==> config.mk <==
export PLATFORM = sky130hd
export DESIGN_NAME = block_rms_level_flat
export DESIGN_NICKNAME = d
export VERILOG_FILES = /design/src/sv/brms_pkg.sv /design/src/sv/brms_if.sv /design/src/sv/block_rms_level.sv /design/src/flat_wrapper.sv
export VERILOG_INCLUDE_DIRS = /design/src /design/src/sv
export SDC_FILE = /design/constraint.sdc
export NUM_CORES = 1
export LEC_CHECK = 0
export BUFFER_PORTS_ARGS = -buffer_cell sky130_fd_sc_hd__buf_2
export CORE_MARGIN = 2
export CORE_UTILIZATION = 40
export CTS_BUF_LIST = sky130_fd_sc_hd__clkbuf_4
export DETAILED_ROUTE_END_ITERATION = 10
export PLACE_DENSITY = 0.6
export SLEW_MARGIN = 5
export SYNTH_ARGS = -nofsm -noshare
export SYNTH_HDL_FRONTEND = slang
export SYNTH_SLANG_ARGS = --single-unit
==> constraint.sdc <==
create_clock -name clk -period 6.6 [get_ports clk]
set_clock_uncertainty 0.2 [all_clocks]
set_input_delay 1.65 -clock clk [delete_from_list [all_inputs] [get_ports clk]]
set_output_delay 1.65 -clock clk [all_outputs]
set_load 0.02 [all_outputs]
==> src/sv/block_rms_level_defines.svh <==
// ---------------------------------------------------------------------------
// block_rms_level_defines.svh
// Assertion macros for the block RMS level meter. They compile away when
// SYNTHESIS is defined.
// ---------------------------------------------------------------------------
`ifndef BLOCK_RMS_LEVEL_DEFINES_SVH
`define BLOCK_RMS_LEVEL_DEFINES_SVH

`ifndef SYNTHESIS

// same-cycle implication, clocked on clk, off during reset
`define BRMS_ASSERT_IMP(lbl, ante, cons) \
    lbl: assert property (@(posedge clk) disable iff (!rst_n) (ante) |-> (cons)) \
        else $error("block_rms_level: assertion failed");

// next-cycle implication, clocked on clk, off during reset
`define BRMS_ASSERT_NXT(lbl, ante, cons) \
    lbl: assert property (@(posedge clk) disable iff (!rst_n) (ante) |=> (cons)) \
        else $error("block_rms_level: assertion failed");

`else

`define BRMS_ASSERT_IMP(lbl, ante, cons)
`define BRMS_ASSERT_NXT(lbl, ante, cons)

`endif

`endif

==> src/sv/brms_pkg.sv <==
`default_nettype none
// ---------------------------------------------------------------------------
// brms_pkg
// Shared types and constants of the block RMS level meter.
// ---------------------------------------------------------------------------
package brms_pkg;

    // payload and register widths
    localparam int SAMPLE_W = 16;
    localparam int LEVEL_W  = 16;
    localparam int LEN_W    = 21;
    localparam logic [LEN_W-1:0] LEN_RESET = 21'd1024;

    // a square of a Q1.15 magnitude is at most 2^30
    localparam int SQ_W   = 31;
    // the block mean never exceeds 2^30
    localparam int MEAN_W = 31;
    // width of the shared subtract/compare unit
    localparam int UNIT_W = 32;

    // root extraction: one result bit per step, starting at bit weight 2^30
    localparam int ROOT_STEPS = 16;
    localparam logic [MEAN_W-1:0] SQRT_TOP_BIT = 31'h4000_0000;

    // sequencer states
    typedef enum logic [2:0] {
        ST_IDLE,
        ST_ACCUM,
        ST_DIV,
        ST_SQRT,
        ST_DONE
    } state_t;

endpackage
`default_nettype wire

==> src/sv/brms_if.sv <==
`default_nettype none
// ---------------------------------------------------------------------------
// brms_if
// Valid/ready channels of the block RMS level meter: one for sample words,
// one for level words.
// ---------------------------------------------------------------------------
interface brms_sample_if import brms_pkg::*; ();
    logic                       valid;
    logic                       ready;
    logic signed [SAMPLE_W-1:0] sample;

    modport source (output valid, output sample, input ready);
    modport sink   (input valid, input sample, output ready);
endinterface

interface brms_level_if import brms_pkg::*; ();
    logic               valid;
    logic               ready;
    logic [LEVEL_W-1:0] rms_level;

    modport source (output valid, output rms_level, input ready);
    modport sink   (input valid, input rms_level, output ready);
endinterface
`default_nettype wire

==> src/sv/block_rms_level.sv <==
`default_nettype none
// ---------------------------------------------------------------------------
// block_rms_level
// Block RMS level meter: sums squares of Q1.15 samples over a block and
// emits floor(sqrt(floor(sum / count))) as unsigned Q1.15.
// ---------------------------------------------------------------------------
// Usage:
//   samples : sink of signed Q1.15 sample words (valid/ready).
//   levels  : source of unsigned Q1.15 level words, 32768 = 1.0.
//   cfg_wr_en/cfg_wr_data : write block_length (0 acts as 1, values above
//   MAX_BLOCK act as MAX_BLOCK). Write only while the block is idle.
// Throughput: a sample that does not close a block passes through the accept
//   (ST_IDLE) and accumulate (ST_ACCUM) states. A sample that closes a block
//   then runs the divide (ST_DIV) and the square root (ST_SQRT): the shared
//   subtract/compare unit runs one quotient bit per cycle for the divide, then
//   one root bit per cycle for the square root. No sample is taken until ST_IDLE.
// Output: ST_DONE registers the root as the level word once the output is free.
// Reset: block_length returns to 1024, the accumulator and count clear, and
//   no level word is pending.
// Stall: a finished level word waits in the output register while new samples
//   are accepted; the next result waits in its final state until that
//   register is free.
// ---------------------------------------------------------------------------
`include "block_rms_level_defines.svh"

module block_rms_level import brms_pkg::*; #(
    parameter int unsigned MAX_BLOCK = 1048576
) (
    input  wire logic              clk,
    input  wire logic              rst_n,
    input  wire logic              cfg_wr_en,
    input  wire logic [LEN_W-1:0]  cfg_wr_data,
    brms_sample_if.sink            samples,
    brms_level_if.source           levels
);

    // count, accumulator, compare and step counter widths
    localparam int CW  = $clog2(MAX_BLOCK + 1);
    localparam int SW  = CW + SQ_W - 1;
    localparam int LW  = (CW > LEN_W) ? CW : LEN_W;
    localparam int STW = $clog2(SW);

    state_t             state_reg, state_next;
    logic [LEN_W-1:0]   block_length_reg;
    logic [SW-1:0]      sum_reg, sum_next;
    logic [CW-1:0]      count_reg, count_next;
    logic [CW-1:0]      rem_reg, rem_next;
    logic [SQ_W-1:0]    sq_reg;
    logic [MEAN_W-1:0]  val_reg, val_next;
    logic [MEAN_W-1:0]  root_reg, root_next;
    logic [MEAN_W-1:0]  bit_reg, bit_next;
    logic [STW-1:0]     step_reg, step_next;
    logic [LEVEL_W-1:0] rms_reg;
    logic               out_valid_reg, out_valid_next;

    logic                accept;
    logic                out_free;
    logic [SAMPLE_W-1:0] mag;
    logic [CW-1:0]       count_inc;
    logic [LW-1:0]       len_ext;
    logic [LW-1:0]       eff_len;
    logic                block_full;
    logic [CW:0]         div_shift;
    logic [UNIT_W-1:0]   unit_a, unit_b;
    logic [UNIT_W:0]     unit_diff;
    logic                unit_ge;
    logic                step_last;

    assign accept    = samples.valid && samples.ready;
    assign out_free  = !out_valid_reg || levels.ready;
    assign step_last = (step_reg == '0);

    // magnitude of the sample; -32768 maps to 32768 in 16 unsigned bits
    assign mag = samples.sample[SAMPLE_W-1] ? (~samples.sample + 1'b1) : samples.sample;

    // effective block length
    assign len_ext = LW'(block_length_reg);
    always_comb
    begin
        priority if (len_ext == '0)
            eff_len = LW'(1);
        else if (len_ext > LW'(MAX_BLOCK))
            eff_len = LW'(MAX_BLOCK);
        else
            eff_len = len_ext;
    end

    assign count_inc  = count_reg + 1'b1;
    assign block_full = (LW'(count_inc) >= eff_len);

    // shared subtract/compare unit: divide step or root step
    assign div_shift = {rem_reg, sum_reg[SW-1]};
    always_comb
    begin
        unique case (state_reg)
            ST_DIV:
            begin
                unit_a = UNIT_W'(div_shift);
                unit_b = UNIT_W'(count_reg);
            end
            ST_SQRT:
            begin
                unit_a = UNIT_W'(val_reg);
                unit_b = UNIT_W'(root_reg) + UNIT_W'(bit_reg);
            end
            default:
            begin
                unit_a = '0;
                unit_b = '0;
            end
        endcase
    end
    assign unit_diff = {1'b0, unit_a} - {1'b0, unit_b};
    assign unit_ge   = !unit_diff[UNIT_W];

    // next state
    always_comb
    begin
        state_next = state_reg;
        unique case (state_reg)
            ST_IDLE:
                if (accept)
                    state_next = ST_ACCUM;
            ST_ACCUM:
                state_next = block_full ? ST_DIV : ST_IDLE;
            ST_DIV:
                if (step_last)
                    state_next = ST_SQRT;
            ST_SQRT:
                if (step_last)
                    state_next = ST_DONE;
            ST_DONE:
                if (out_free)
                    state_next = ST_IDLE;
            default:
                state_next = ST_IDLE;
        endcase
    end

    // datapath next values
    always_comb
    begin
        sum_next       = sum_reg;
        count_next     = count_reg;
        rem_next       = rem_reg;
        val_next       = val_reg;
        root_next      = root_reg;
        bit_next       = bit_reg;
        step_next      = step_reg;
        out_valid_next = out_valid_reg && !levels.ready;
        unique case (state_reg)
            ST_ACCUM:
            begin
                sum_next   = sum_reg + SW'(sq_reg);
                count_next = count_inc;
                rem_next   = '0;
                step_next  = STW'(SW - 1);
            end
            ST_DIV:
            begin
                // restoring divide, quotient bits shift into the accumulator
                rem_next  = unit_ge ? unit_diff[CW-1:0] : div_shift[CW-1:0];
                sum_next  = {sum_reg[SW-2:0], unit_ge};
                step_next = step_reg - 1'b1;
                if (step_last)
                begin
                    val_next   = {sum_reg[MEAN_W-2:0], unit_ge};
                    sum_next   = '0;
                    count_next = '0;
                    root_next  = '0;
                    bit_next   = SQRT_TOP_BIT;
                    step_next  = STW'(ROOT_STEPS - 1);
                end
            end
            ST_SQRT:
            begin
                // digit-by-digit root, two mean bits per step
                if (unit_ge)
                begin
                    val_next  = unit_diff[MEAN_W-1:0];
                    root_next = (root_reg >> 1) + bit_reg;
                end
                else
                begin
                    root_next = root_reg >> 1;
                end
                bit_next  = bit_reg >> 2;
                step_next = step_reg - 1'b1;
            end
            ST_DONE:
                if (out_free)
                    out_valid_next = 1'b1;
            default:
            begin
            end
        endcase
    end

    // control registers
    always_ff @(posedge clk or negedge rst_n)
    begin
        if (!rst_n)
        begin
            state_reg        <= ST_IDLE;
            block_length_reg <= LEN_RESET;
            sum_reg          <= '0;
            count_reg        <= '0;
            out_valid_reg    <= 1'b0;
        end
        else
        begin
            state_reg     <= state_next;
            sum_reg       <= sum_next;
            count_reg     <= count_next;
            out_valid_reg <= out_valid_next;
            if (cfg_wr_en)
                block_length_reg <= cfg_wr_data;
        end
    end

    // payload registers
    always_ff @(posedge clk)
    begin
        rem_reg  <= rem_next;
        val_reg  <= val_next;
        root_reg <= root_next;
        bit_reg  <= bit_next;
        step_reg <= step_next;
        if (accept)
            sq_reg <= SQ_W'(mag) * SQ_W'(mag);
        if (state_reg == ST_DONE && out_free)
            rms_reg <= root_reg[LEVEL_W-1:0];
    end

    // ports
    assign samples.ready    = (state_reg == ST_IDLE);
    assign levels.valid     = out_valid_reg;
    assign levels.rms_level = rms_reg;

    // checks
    `BRMS_ASSERT_IMP(a_count_bound, 1'b1, count_reg <= CW'(MAX_BLOCK))
    `BRMS_ASSERT_NXT(a_accept_accum, accept, state_reg == ST_ACCUM)
    `BRMS_ASSERT_IMP(a_root_cleared, state_reg == ST_SQRT, sum_reg == '0 && count_reg == '0)
    `BRMS_ASSERT_IMP(a_level_range, levels.valid, levels.rms_level <= 16'd32768)

endmodule
`default_nettype wire

==> src/flat_wrapper.sv <==
// flat-port wrapper written by rule: the top's interface ports become plain ports
module block_rms_level_flat import brms_pkg::*;
#(
    parameter int unsigned MAX_BLOCK = 1048576
)
  (clk, rst_n, cfg_wr_en, cfg_wr_data, samples_valid, samples_sample, samples_ready, levels_valid, levels_rms_level, levels_ready);
  brms_sample_if samples_i ();
  brms_level_if levels_i ();
  input  wire logic clk;
  input  wire logic rst_n;
  input  wire logic cfg_wr_en;
  input  wire logic [LEN_W-1:0] cfg_wr_data;
  input wire logic [$bits(samples_i.valid)-1:0] samples_valid;
  input wire logic [$bits(samples_i.sample)-1:0] samples_sample;
  output wire logic [$bits(samples_i.ready)-1:0] samples_ready;
  output wire logic [$bits(levels_i.valid)-1:0] levels_valid;
  output wire logic [$bits(levels_i.rms_level)-1:0] levels_rms_level;
  input wire logic [$bits(levels_i.ready)-1:0] levels_ready;
  assign samples_i.valid = samples_valid;
  assign samples_i.sample = samples_sample;
  assign samples_ready = samples_i.ready;
  assign levels_valid = levels_i.valid;
  assign levels_rms_level = levels_i.rms_level;
  assign levels_i.ready = levels_ready;
  block_rms_level #(.MAX_BLOCK(MAX_BLOCK)) u_core (.clk(clk), .rst_n(rst_n), .cfg_wr_en(cfg_wr_en), .cfg_wr_data(cfg_wr_data), .samples(samples_i), .levels(levels_i));
endmodule
**Word level (Yosys, flattened, before mapping)**

Index checks and enable logic that the tools add are counted.

- Bits in writable memories: 0
- Input port bits: 42
- Bits in read-only memories: 0
- Logic and storage cells: 78
- Memories: 0
- Bits in latches: 0
- Register bits: 264

- Order comparisons: 2
- Bitwise gates (word level): 1
- Equal/unequal tests: 9
- Add/sub/neg operators: 7
- Multipliers: 1
- Muxes and demuxes: 29
- Reductions and logical operators: 17
- Div/mod/pow operators: 0
- Shifts and indexed selects: 0

Operators by type and width:

| kind | count |
|---|---|
| one-hot mux 31 bit (2 select lines) | 4 |
| 2-to-1 mux 31 bit | 5 |
| one-hot mux 51 bit (2 select lines) | 1 |
| 2-to-1 mux 21 bit | 4 |
| one-hot mux 21 bit (2 select lines) | 2 |
| one-hot mux 32 bit (2 select lines) | 1 |
| adder 51 x 31 -> 51 bit | 1 |
| 2-to-1 mux 51 bit | 1 |
| subtractor 31 x 32 -> 33 bit | 1 |
| adder 31 x 31 -> 32 bit | 1 |
| adder 30 x 31 -> 31 bit | 1 |
| multiplier 16 x 16 -> 31 bit | 1 |
| adder 21 x 1 -> 21 bit, second input constant | 1 |
| >= comparator 21 bit | 1 |
| greater-than comparator 21 bit, second input constant | 1 |
| zero test 21 bit | 1 |
| one-hot mux 6 bit (3 select lines) | 1 |
| adder 16 x 1 -> 16 bit, second input constant | 1 |
| 2-to-1 mux 16 bit | 1 |
| inverter 16 bit | 1 |
| one-hot mux 3 bit (5 select lines) | 1 |
| 2-to-1 mux 3 bit | 4 |
| equality test 3 x 2 -> 1 bit, second input constant | 2 |
| zero test 6 bit | 1 |
| other kinds (17) | 27 |

**Logic depth before layout (Yosys ltp)**

Gate-level depths: netlist of run 1.

- Word-level depth: 6
- Depth in mapped cells: 32
- Gate-level depth less buffers: 31

**Least setup slack after synthesis of run 1**

Ideal clock, no wire load.

- Path type: input to register
- From: input samples_sample[0]
- To: register u_core.sq_reg[30], data pin
- Cell stages on the path: 27
- Required time: 6,139 ps
- Arrival: 9,014 ps
- Slack: -2,876 ps
- Path through: inv_1 clkbuf_1 ha_1 nand2_1 or3_1 or3_1 o41ai_2 xor2_2 nor2_1 fa_1 fa_1 fa_1 fa_1 fa_1 inv_1 fa_1 inv_1 ha_1 a21o_1 a21oi_1 nor3b_1 a31oi_1 a21o_1 a21o_1 a21oi_1 o21ai_0 xnor2_1

- Cells in the longest elaborated chain, start to end: 4

Ends and longest elaborated chain:

| element | RTL line | text |
|---|---|---|
| start: declaration | flat_wrapper.sv:14 | `input wire logic [$bits(samples_i.sample)-1:0] samples_sample;` |
| inverter 16 bit | block_rms_level.sv:74 | `assign mag = samples.sample[SAMPLE_W-1] ? (~samples.sample + 1'b1) : samples.sample;` |
| adder 16 x 1 -> 16 bit | block_rms_level.sv:74 |  |
| 2-to-1 mux 16 bit * | block_rms_level.sv:74 |  |
| multiplier 16 x 16 -> 31 bit * | block_rms_level.sv:230 | `sq_reg <= SQ_W'(mag) * SQ_W'(mag);` |
| end signal: assignment | block_rms_level.sv:230 |  |
| end: declaration | block_rms_level.sv:48 | `logic [SQ_W-1:0] sq_reg;` |

Mark *: on every way between the ends. The rest lies on a longest branch, timed or not.
A chain may end at the register's enable or synchronous reset.

**Final worst setup path of run 1**

- From: input samples_sample[1]
- To: register u_core.sq_reg[30], data pin

The elaborated chain is that of the path after synthesis.

==> results of run 1 <==
[cells in the final DEF, fill, tap and decap left out, drive strengths merged, types with 54 or more instances in the layout]
cell	n
clkbuf	104
inv	291
dfrtp	96
o21ai	148
xnor2	109
a21oi	156
and3	54
a21o	66
nor2	188
edfxtp	151
nand2	341
buf	289
ha	214
fa	166
nand3	57
xor2	65
[worst min path at each step]
| stage | startpoint | endpoint | slack [ns] | cells after the start |
|---|---|---|---|---|
| global route | u_core.root_reg[0] | u_core.levels.rms_level[0] | 0.30 | 0 |
| CTS | u_core.root_reg[0] | u_core.levels.rms_level[0] | 0.29 | 0 |
| floorplan | u_core.root_reg[0] | u_core.levels.rms_level[0] | 0.23 | 0 |
| detailed placement | u_core.root_reg[0] | u_core.levels.rms_level[0] | 0.28 | 0 |
| global placement | u_core.root_reg[0] | u_core.levels.rms_level[0] | 0.27 | 0 |
| finish | u_core.root_reg[0] | u_core.levels.rms_level[0] | 0.30 | 0 |
[cell usage after synthesis, drive strengths merged (5+ instances only)]
cell,number
nand2,341
inv,288
ha,214
nor2,188
fa,166
a21oi,156
edfxtp,151
o21ai,148
xnor2,109
dfrtp,96
clkbuf,89
a21o,66
xor2,65
nand3,57
and3,54
nor3,39
or3,34
mux2,32
a31oi,27
a211oi,26
mux2i,26
o21a,24
nand4,22
o211ai,22
o21bai,21
buf,16
nor2b,16
and2,15
nand2b,15
o31ai,15
nor4,10
or2,10
a22oi,8
a211o,7
a311oi,7
a21boi,5
a22o,5
o22ai,5
[routing by layer]
metal | part of all wire [%] | up-vias | wire length, µm | track usage, %
met3 | 3.6 | 104 | 2270 | 2.30
met2 | 51 | 481 | 31700 | 36.7
li1 | - | 9791 | - | -
met4 | 3.2 | 0 | 2010 | 7.78
met5 | 0 | - | 0 | 0
met1 | 42 | 9686 | 26500 | 24.1
[repair_timing]
item,4_1_cts,5_1_grt
setup endpoints to repair,21,24
gates cloned,0,1
setup buffers,9,14
pin swaps,11,34
resized for setup,24,65
[final cells by class]
class                   instances  area (µm²)  share of cell area, %
clock inverters                25         119                  0.418
flip-flops and latches        248        6960                   24.5
clock buffers                 104         781                   2.75
repair buffers                290        2130                   7.49
multi-input cells            2034       16300                   57.5
diodes                          1        2.50                0.00881
inverters                     291        1110                   3.91
well taps                     782         978                   3.44
[logic make-up after synthesis]
logic type	synth area share (%)
AOI/OAI and AO/OA	15.6
xor gates and xnor gates	6.37
adders and majority gates	24.8
buffers and inverters	6.27
DFF	28.8
muxes	2.57
other	0.0311
and+or+nand+nor	15.6
[stage by stage]
stage,hold slack [ns],area [µm²],worst slack [ns]
final,0.296,28400,-1.57
after global routing,0.297,28400,-1.79
after CTS,0.288,28000,-1.50
after detailed placement,0.276,27000,-2.56
after global placement,0.270,27000,-2.41
after floorplan,0.231,24600,-2.22
[critical path: cells and delay by family]
kind / cells / cell delay (ns)
buffers and inverters: 6 / 0.38
xor gates and xnor gates: 1 / 0.13
and+or+nand+nor: 8 / 2.09
AOI/OAI and AO/OA: 7 / 1.10
adders and majority gates: 7 / 3.09
==> impl_metrics.json, run 1 <==
{
  "crit_path_max_fanout": 3,
  "arrival_ns": 8.46,
  "crit_top_cell": "fa_1",
  "rsz0062_at_grt": "true",
  "hpwl_mm": 48.2,
  "avgRoutedWirePerCell_um": 16.6,
  "hold_viol": 0,
  "cts_buffers": 70,
  "fin_util_pct": 47.3,
  "status": "finished with violations",
  "crit_path_end": "u_core.sq_reg[30]",
  "setup_ws_ns": -1.57,
  "yosysUniqueCellTypes": 87,
  "htree_num_levels": 3,
  "die_h_um": 250,
  "post-route-period-util_pct": 124,
  "rr_worst_depth": 21,
  "setup_viol": 21,
  "gr-total-overflow": 0,
  "fin_nets": 3357,
  "syn_area_per_cell_um2": 9.06,
  "grt_usage_pct": 20.1,
  "drt_iter0_markers": 992,
  "coreArea_um2": 60000,
  "worstSkewPairLatency_ns": 0.76,
  "portBuffers": 59,
  "clock-sinks": 248,
  "rr_endpoint": "u_core.root_reg[13]",
  "maxCapViolations": 0,
  "synth_async_sr_flop_share_pct": 39.1,
  "n_fill_cell": 5708,
  "antenna_found_initial": 1,
  "drt-total-wl_mm": 62.5,
  "syn_inst": 2669,
  "synth.top_cells.by_area": "edfxtp_1 (19%), fa_1 (14%), ha_1 (11%)",
  "largest_reg_flops": 51,
  "relSlewSlack_pct": 11.7,
  "fin_crit_ns": 8.17,
  "violations": "setup timing",
  "clock.fmax_mhz": 122,
  "tightest_slew_ns": 1.29,
  "worstSetupPathType": "in2reg",
  "critPathCaptureType": "flop",
  "first_pass_iters": 7,
  "place_congestion": 0.888,
  "synth-edff-count": 151,
  "initial_core_util_pct": 40.3,
  "ant_nets": 0,
  "hold_path_class": "reg2reg",
  "rows": 90,
  "critical_path_required_ns": 6.89,
  "timing.rr.start": "u_core.root_reg[2]",
  "cts.clk_slew.worst_paths_ns": 0.07,
  "cp_slowest_cell": "or4b_4",
  "grt_pass1_wl_mm": 104,
  "drive_above_1_share_pct": 19.2,
  "max_stage_delay_ns": 0.54,
  "finalNonFillerCells": 3775,
  "synth_ff_type": "edfxtp_1",
  "grt_start_max_net_pins": 64,
  "dieArea_um2": 62400,
  "dp_cells": 3623,
  "yosys_warnings": 0,
  "yosysSeqAreaShare_pct": 28.8,
  "yosysTopAreaCellShare_pct": 18.8,
  "drc": 0,
  "syn2layout_area_growth_pct": 17.6,
  "dieWidth_um": 250,
  "ff2ff_setup_slack_ns": 0.61,
  "cts_root_buf": "clkbuf_4",
  "cp-start-kind": "input pin",
  "startpoint": "samples_sample[1]",
  "slew_viol_final": 0,
  "grt_pass1_vias": 20900,
  "cts_buffer_depth": 3,
  "ys_seq_elements": 248,
  "vias": 20100,
  "netlist_area_um2": 24200,
  "synth_top_area_cell": "edfxtp_1",
  "tritoncts": "yes",
  "hold_buffers": 0,
  "ios": 60,
  "tns_ns": -22.31,
  "viasPerCell": 5.31
}
Power of run 1 is left out: the tool's default activity adds up to more than one toggle a clock period on the data nets, which glitch-free logic cannot reach.
==> run 2, diff against run 1 <==
- CORE_MARGIN: 2 -> 8
==> impl_metrics.json, run 2 (same netlist as run 1, synthesis figures left out) <==
{
  "cts_buffer_depth": 3,
  "first_pass_iters": 5,
  "die_h_um": 262,
  "rows": 90,
  "place_congestion": 0.920,
  "cts_buffers": 68,
  "dieArea_um2": 68600,
  "gr-total-overflow": 0,
  "mostFrequentLayoutCell": "nand2_1",
  "drt-total-wl_mm": 62.5,
  "path_buf_inv": 5,
  "worstSetupPathType": "in2reg",
  "arrival_ns": 8.39,
  "drc": 0,
  "portBuffers": 59,
  "crit_path_max_fanout": 3,
  "ff2ff_setup_slack_ns": 0.62,
  "crit_top_cell": "fa_1",
  "relSlewSlack_pct": 11.1,
  "status": "finished with violations",
  "clock-sinks": 248,
  "hold_path_class": "reg2reg",
  "grt_usage_pct": 18.3,
  "fin_crit_ns": 8.11,
  "grt_pass1_vias": 20900,
  "worstSkewPairLatency_ns": 0.75,
  "hold_buffers": 0,
  "cts.clk_slew.worst_paths_ns": 0.07,
  "post-route-period-util_pct": 123,
  "post-place-ws_ns": -2.44,
  "ios": 60,
  "timing.rr.start": "u_core.root_reg[2]",
  "antenna_found_initial": 1,
  "violations": "setup timing",
  "drt_iter0_markers": 1063,
  "cp.depth": 28,
  "n_fill_cell": 5610,
  "max_stage_delay_ns": 0.58,
  "finalNonFillerCells": 3783,
  "tightest_slew_ns": 1.30,
  "grt_pass1_wl_mm": 104,
  "cts_root_buf": "clkbuf_4",
  "critical_path_required_ns": 6.88,
  "whs_path_depth": 0,
  "coreArea_um2": 60000,
  "setup_viol": 21,
  "viasPerCell": 5.31,
  "dieWidth_um": 262,
  "drive_above_1_share_pct": 20.0,
  "hp-start": "u_core.root_reg[0]",
  "cp-start-kind": "input pin",
  "seqCellArea_um2": 6960,
  "slew_viol_final": 0,
  "dp_cells": 3623,
  "grt_start_max_net_pins": 77,
  "cp_top_family": "adder cells",
  "rsz0062_at_grt": "true",
  "cp_slowest_cell": "or4b_4",
  "hold_viol": 0,
  "vias": 20100,
  "setup_ws_ns": -1.51,
  "htree_num_levels": 3,
  "maxCapViolations": 0,
  "critPathCaptureType": "flop",
  "largest_reg_flops": 51,
  "multi_input_area_um2": 16500,
  "tritoncts": "yes",
  "avgRoutedWirePerCell_um": 16.5,
  "syn2layout_area_growth_pct": 18.6,
  "initial_core_util_pct": 40.3,
  "fin_nets": 3370,
  "rr_worst_depth": 19,
  "ant_nets": 0,
  "startpoint": "samples_sample[4]",
  "clock.fmax_mhz": 123,
  "final_cell_mix": "nand2_1 (325), inv_1 (264), buf_4 (224), ha_1 (198), nor2_1 (168)",
  "hpwl_mm": 48.2
}
[run 2: cell types whose count changed in the layout (fill, tap and decap cells not counted), moves of 3 or more]
cell / before / now
clkbuf_4: 104 / 99
clkinvlp_4: 2 / 5
nor2_4: 4 / 8
inv_1: 272 / 264
inv_2: 17 / 23
nor2_1: 173 / 168
buf_4: 216 / 224
nand2_1: 328 / 325
xnor2_2: 7 / 4
buf_6: 13 / 22
[run 2: worst paths after layout]
path                                          endpoint
setup / recovery                     u_core.sq_reg[30]
hold / removal              u_core.levels.rms_level[0]
setup reg to reg                    u_core.val_reg[24]
hold reg to reg             u_core.levels.rms_level[0]
max in group asynchronous          u_core.state_reg[0]
min in group asynchronous  u_core.block_length_reg[15]
[run 2: what timing repair did]
item	in CTS	in global routing
gates resized for setup	74	57
setup endpoints to repair	23	24
pin swaps	47	38
setup buffers	32	13
[run 2: metrics by stage]
step	TNS, ns	cell area (µm²)	hold WS [ns]	utilization, %
2_1_floorplan	-35.16	24600	0.231	-
3_3_place_gp	-41.66	27000	0.262	45.0
3_5_place_dp	-43.20	27000	0.288	45.0
4_1_cts	-19.30	28400	0.304	47.3
5_1_grt	-25.29	28700	0.317	47.8
6_report	-21.80	28700	0.303	47.8
[run 2: cell type report]
cell class                 count  share of cell area, %
inverter                     291                   3.86
multi-input combinational   2034                   57.4
sequential                   248                   24.3
tap                          782                   3.41
antenna                        1                0.00873
timing repair buffer         305                   7.95
clock inverter                23                  0.458
clock buffer                  99                   2.59
[run 2: routing by layer]
metal	global-route usage, %	part of all wire (%)	vias up	wire length [µm]
met2	33.2	51	406	31600
met5	0	0	-	0
li1	-	-	9797	-
met3	2.01	3.1	124	1970
met4	7.13	3.2	0	2010
met1	22.1	43	9765	27000
Power of run 2 is left out for the same reason.
==> run 3, diff against run 2 <==
- ABC_AREA: not set -> 1
==> impl_metrics.json, run 3 <==
{
  "multi_input_area_um2": 18400,
  "n_fill_cell": 7023,
  "viasPerCell": 4.95,
  "finalNonFillerCells": 5308,
  "synth-edff-count": 151,
  "syn_area_per_cell_um2": 6.96,
  "max_stage_delay_ns": 0.51,
  "place_congestion": 0.951,
  "vias": 26300,
  "gr-total-overflow": 0,
  "drive_above_1_share_pct": 16.3,
  "fin_nets": 4738,
  "arrival_ns": 7.60,
  "final_cell_mix": "nand2_1 (1042), inv_1 (759), nor2_1 (360), buf_4 (234), nand3_1 (223)",
  "synth_commonest_cells": "nand2_1 (1086), inv_1 (792), nor2_1 (402)",
  "grt_start_max_net_pins": 64,
  "synth_top_area_cell": "edfxtp_1",
  "first_pass_iters": 6,
  "ant_nets": 0,
  "antenna_found_initial": 2,
  "critPathCaptureType": "flop",
  "hpwl_mm": 65.1,
  "status": "finished with violations",
  "fin_util_pct": 48.2,
  "ff2ff_setup_slack_ns": 1.11,
  "initial_core_util_pct": 40.4,
  "worstSkewPairLatency_ns": 0.84,
  "synth_ff_type": "edfxtp_1",
  "synth_most_common_cell": "nand2_1",
  "synth_async_sr_flop_share_pct": 39.1,
  "hold_viol": 0,
  "dp_cells": 5130,
  "post-route-period-util_pct": 110,
  "avgRoutedWirePerCell_um": 15.6,
  "syn2layout_area_growth_pct": 19.2,
  "hold_path_class": "reg2reg",
  "rows": 96,
  "tritoncts": "yes",
  "setup_viol": 20,
  "drt-total-wl_mm": 82.7,
  "tightest_slew_ns": 1.06,
  "ios": 60,
  "ys_seq_elements": 248,
  "critical_path_required_ns": 6.94,
  "cts_buffer_depth": 3,
  "cts_root_buf": "clkbuf_4",
  "die_h_um": 279,
  "yosysUniqueCellTypes": 56,
  "yosys_warnings": 0,
  "dieWidth_um": 279,
  "hold_buffers": 0,
  "fin_crit_ns": 7.26,
  "drc": 0,
  "netlist_area_um2": 27700,
  "portBuffers": 59,
  "worstSetupPathType": "in2reg",
  "largest_reg_flops": 51,
  "relSlewSlack_pct": 29.4,
  "synth.top_cells.by_area": "edfxtp_1 (16%), nand2_1 (15%), fa_1 (12%)",
  "clock-sinks": 248,
  "syn_inst": 3983,
  "yosysTopAreaCellShare_pct": 16.4,
  "dieArea_um2": 78000,
  "crit_path_max_fanout": 5,
  "yosysSeqAreaShare_pct": 25.1,
  "maxCapViolations": 0,
  "clock.fmax_mhz": 138,
  "violations": "setup timing",
  "cp-start-kind": "input pin",
  "coreArea_um2": 68600,
  "drt_iter0_markers": 1880,
  "mostFrequentLayoutCell": "nand2_1",
  "cts.clk_slew.worst_paths_ns": 0.07,
  "setup_ws_ns": -0.658,
  "grt_usage_pct": 21.0,
  "seqCellArea_um2": 6960,
  "grt_pass1_wl_mm": 134,
  "htree_num_levels": 3,
  "cts_buffers": 78,
  "grt_pass1_vias": 25900,
  "slew_viol_final": 0,
  "cp_slowest_cell": "fa_1",
  "rsz0062_at_grt": "true"
}
==> run 3: kinds of logic (layout without fill, tap and decap cells) <==
group / after synthesis / after routing / synth area share (%)
AO/OA/AOI/OAI: 493 / 493 / 9.69
XOR/XNOR: 90 / 90 / 2.91
adder cells (fa/ha/maj): 380 / 380 / 21.6
buffers and inverters: 881 / 1261 / 12.1
flip-flops: 248 / 248 / 25.1
multiplexers: 11 / 11 / 0.447
other: 2 / 16 / 0.0271
AND/OR/NAND/NOR: 1878 / 1878 / 28.0
==> run 3: per-layer routing <==
layer | vias to the layer above | track usage [%] | share of wire (%)
met5 | - | 0 | 0
met4 | 0 | 7.23 | 3.1
met3 | 130 | 3.01 | 4.6
met2 | 614 | 35.9 | 47
met1 | 12300 | 27.2 | 45
li1 | 13300 | - | -
==> run 3: timing repair <==
action | 4_1_cts | 5_1_grt
setup buffers | 25 | 16
gates cloned | 0 | 0
endpoints found under the setup margin | 22 | 23
pin swaps | 100 | 82
gates resized for setup | 105 | 88
==> run 3: layout make-up <==
class,count,area share [%]
Antenna cell,5,0.0379
Clock buffer,106,2.41
Clock inverter,30,0.504
Inverter,804,9.21
Multi-Input combinational cell,2863,55.8
Sequential cell,248,21.1
Tap cell,931,3.53
Timing Repair Buffer,321,7.46
==> run 3: stage by stage <==
stage	hold slack (ns)	setup TNS (ns)	area, µm²	worst slack [ns]
finish	0.284	-9.58	33000	-0.658
global route	0.312	-12.32	33000	-0.818
CTS	0.282	-6.29	32600	-0.500
detailed placement	0.268	-31.05	31000	-1.56
global placement	0.265	-29.78	31000	-1.47
floorplan	0.231	-20.03	28200	-1.15
==> run 3: worst paths after layout <==
kind	cells after the start	from	to
min	0	u_core.root_reg[0]	u_core.levels.rms_level[0]
max reg2reg	20	u_core.root_reg[14]	u_core.val_reg[16]
min reg2reg	0	u_core.root_reg[0]	u_core.levels.rms_level[0]
max	34	samples_sample[0]	u_core.sq_reg[28]
max in group asynchronous	2	rst_n	u_core.sum_reg[22]
min in group asynchronous	1	rst_n	u_core.block_length_reg[4]
==> run 3: worst max-delay path: cells and delay by family <==
kind	cells	cell delay, ns
adder cells (fa/ha/maj)	8	3.22
buffers and inverters	9	0.75
AO/OA/AOI/OAI	2	0.33
AND/OR/NAND/NOR	14	1.43
XOR/XNOR	1	0.20
Power of run 3 is left out for the same reason.
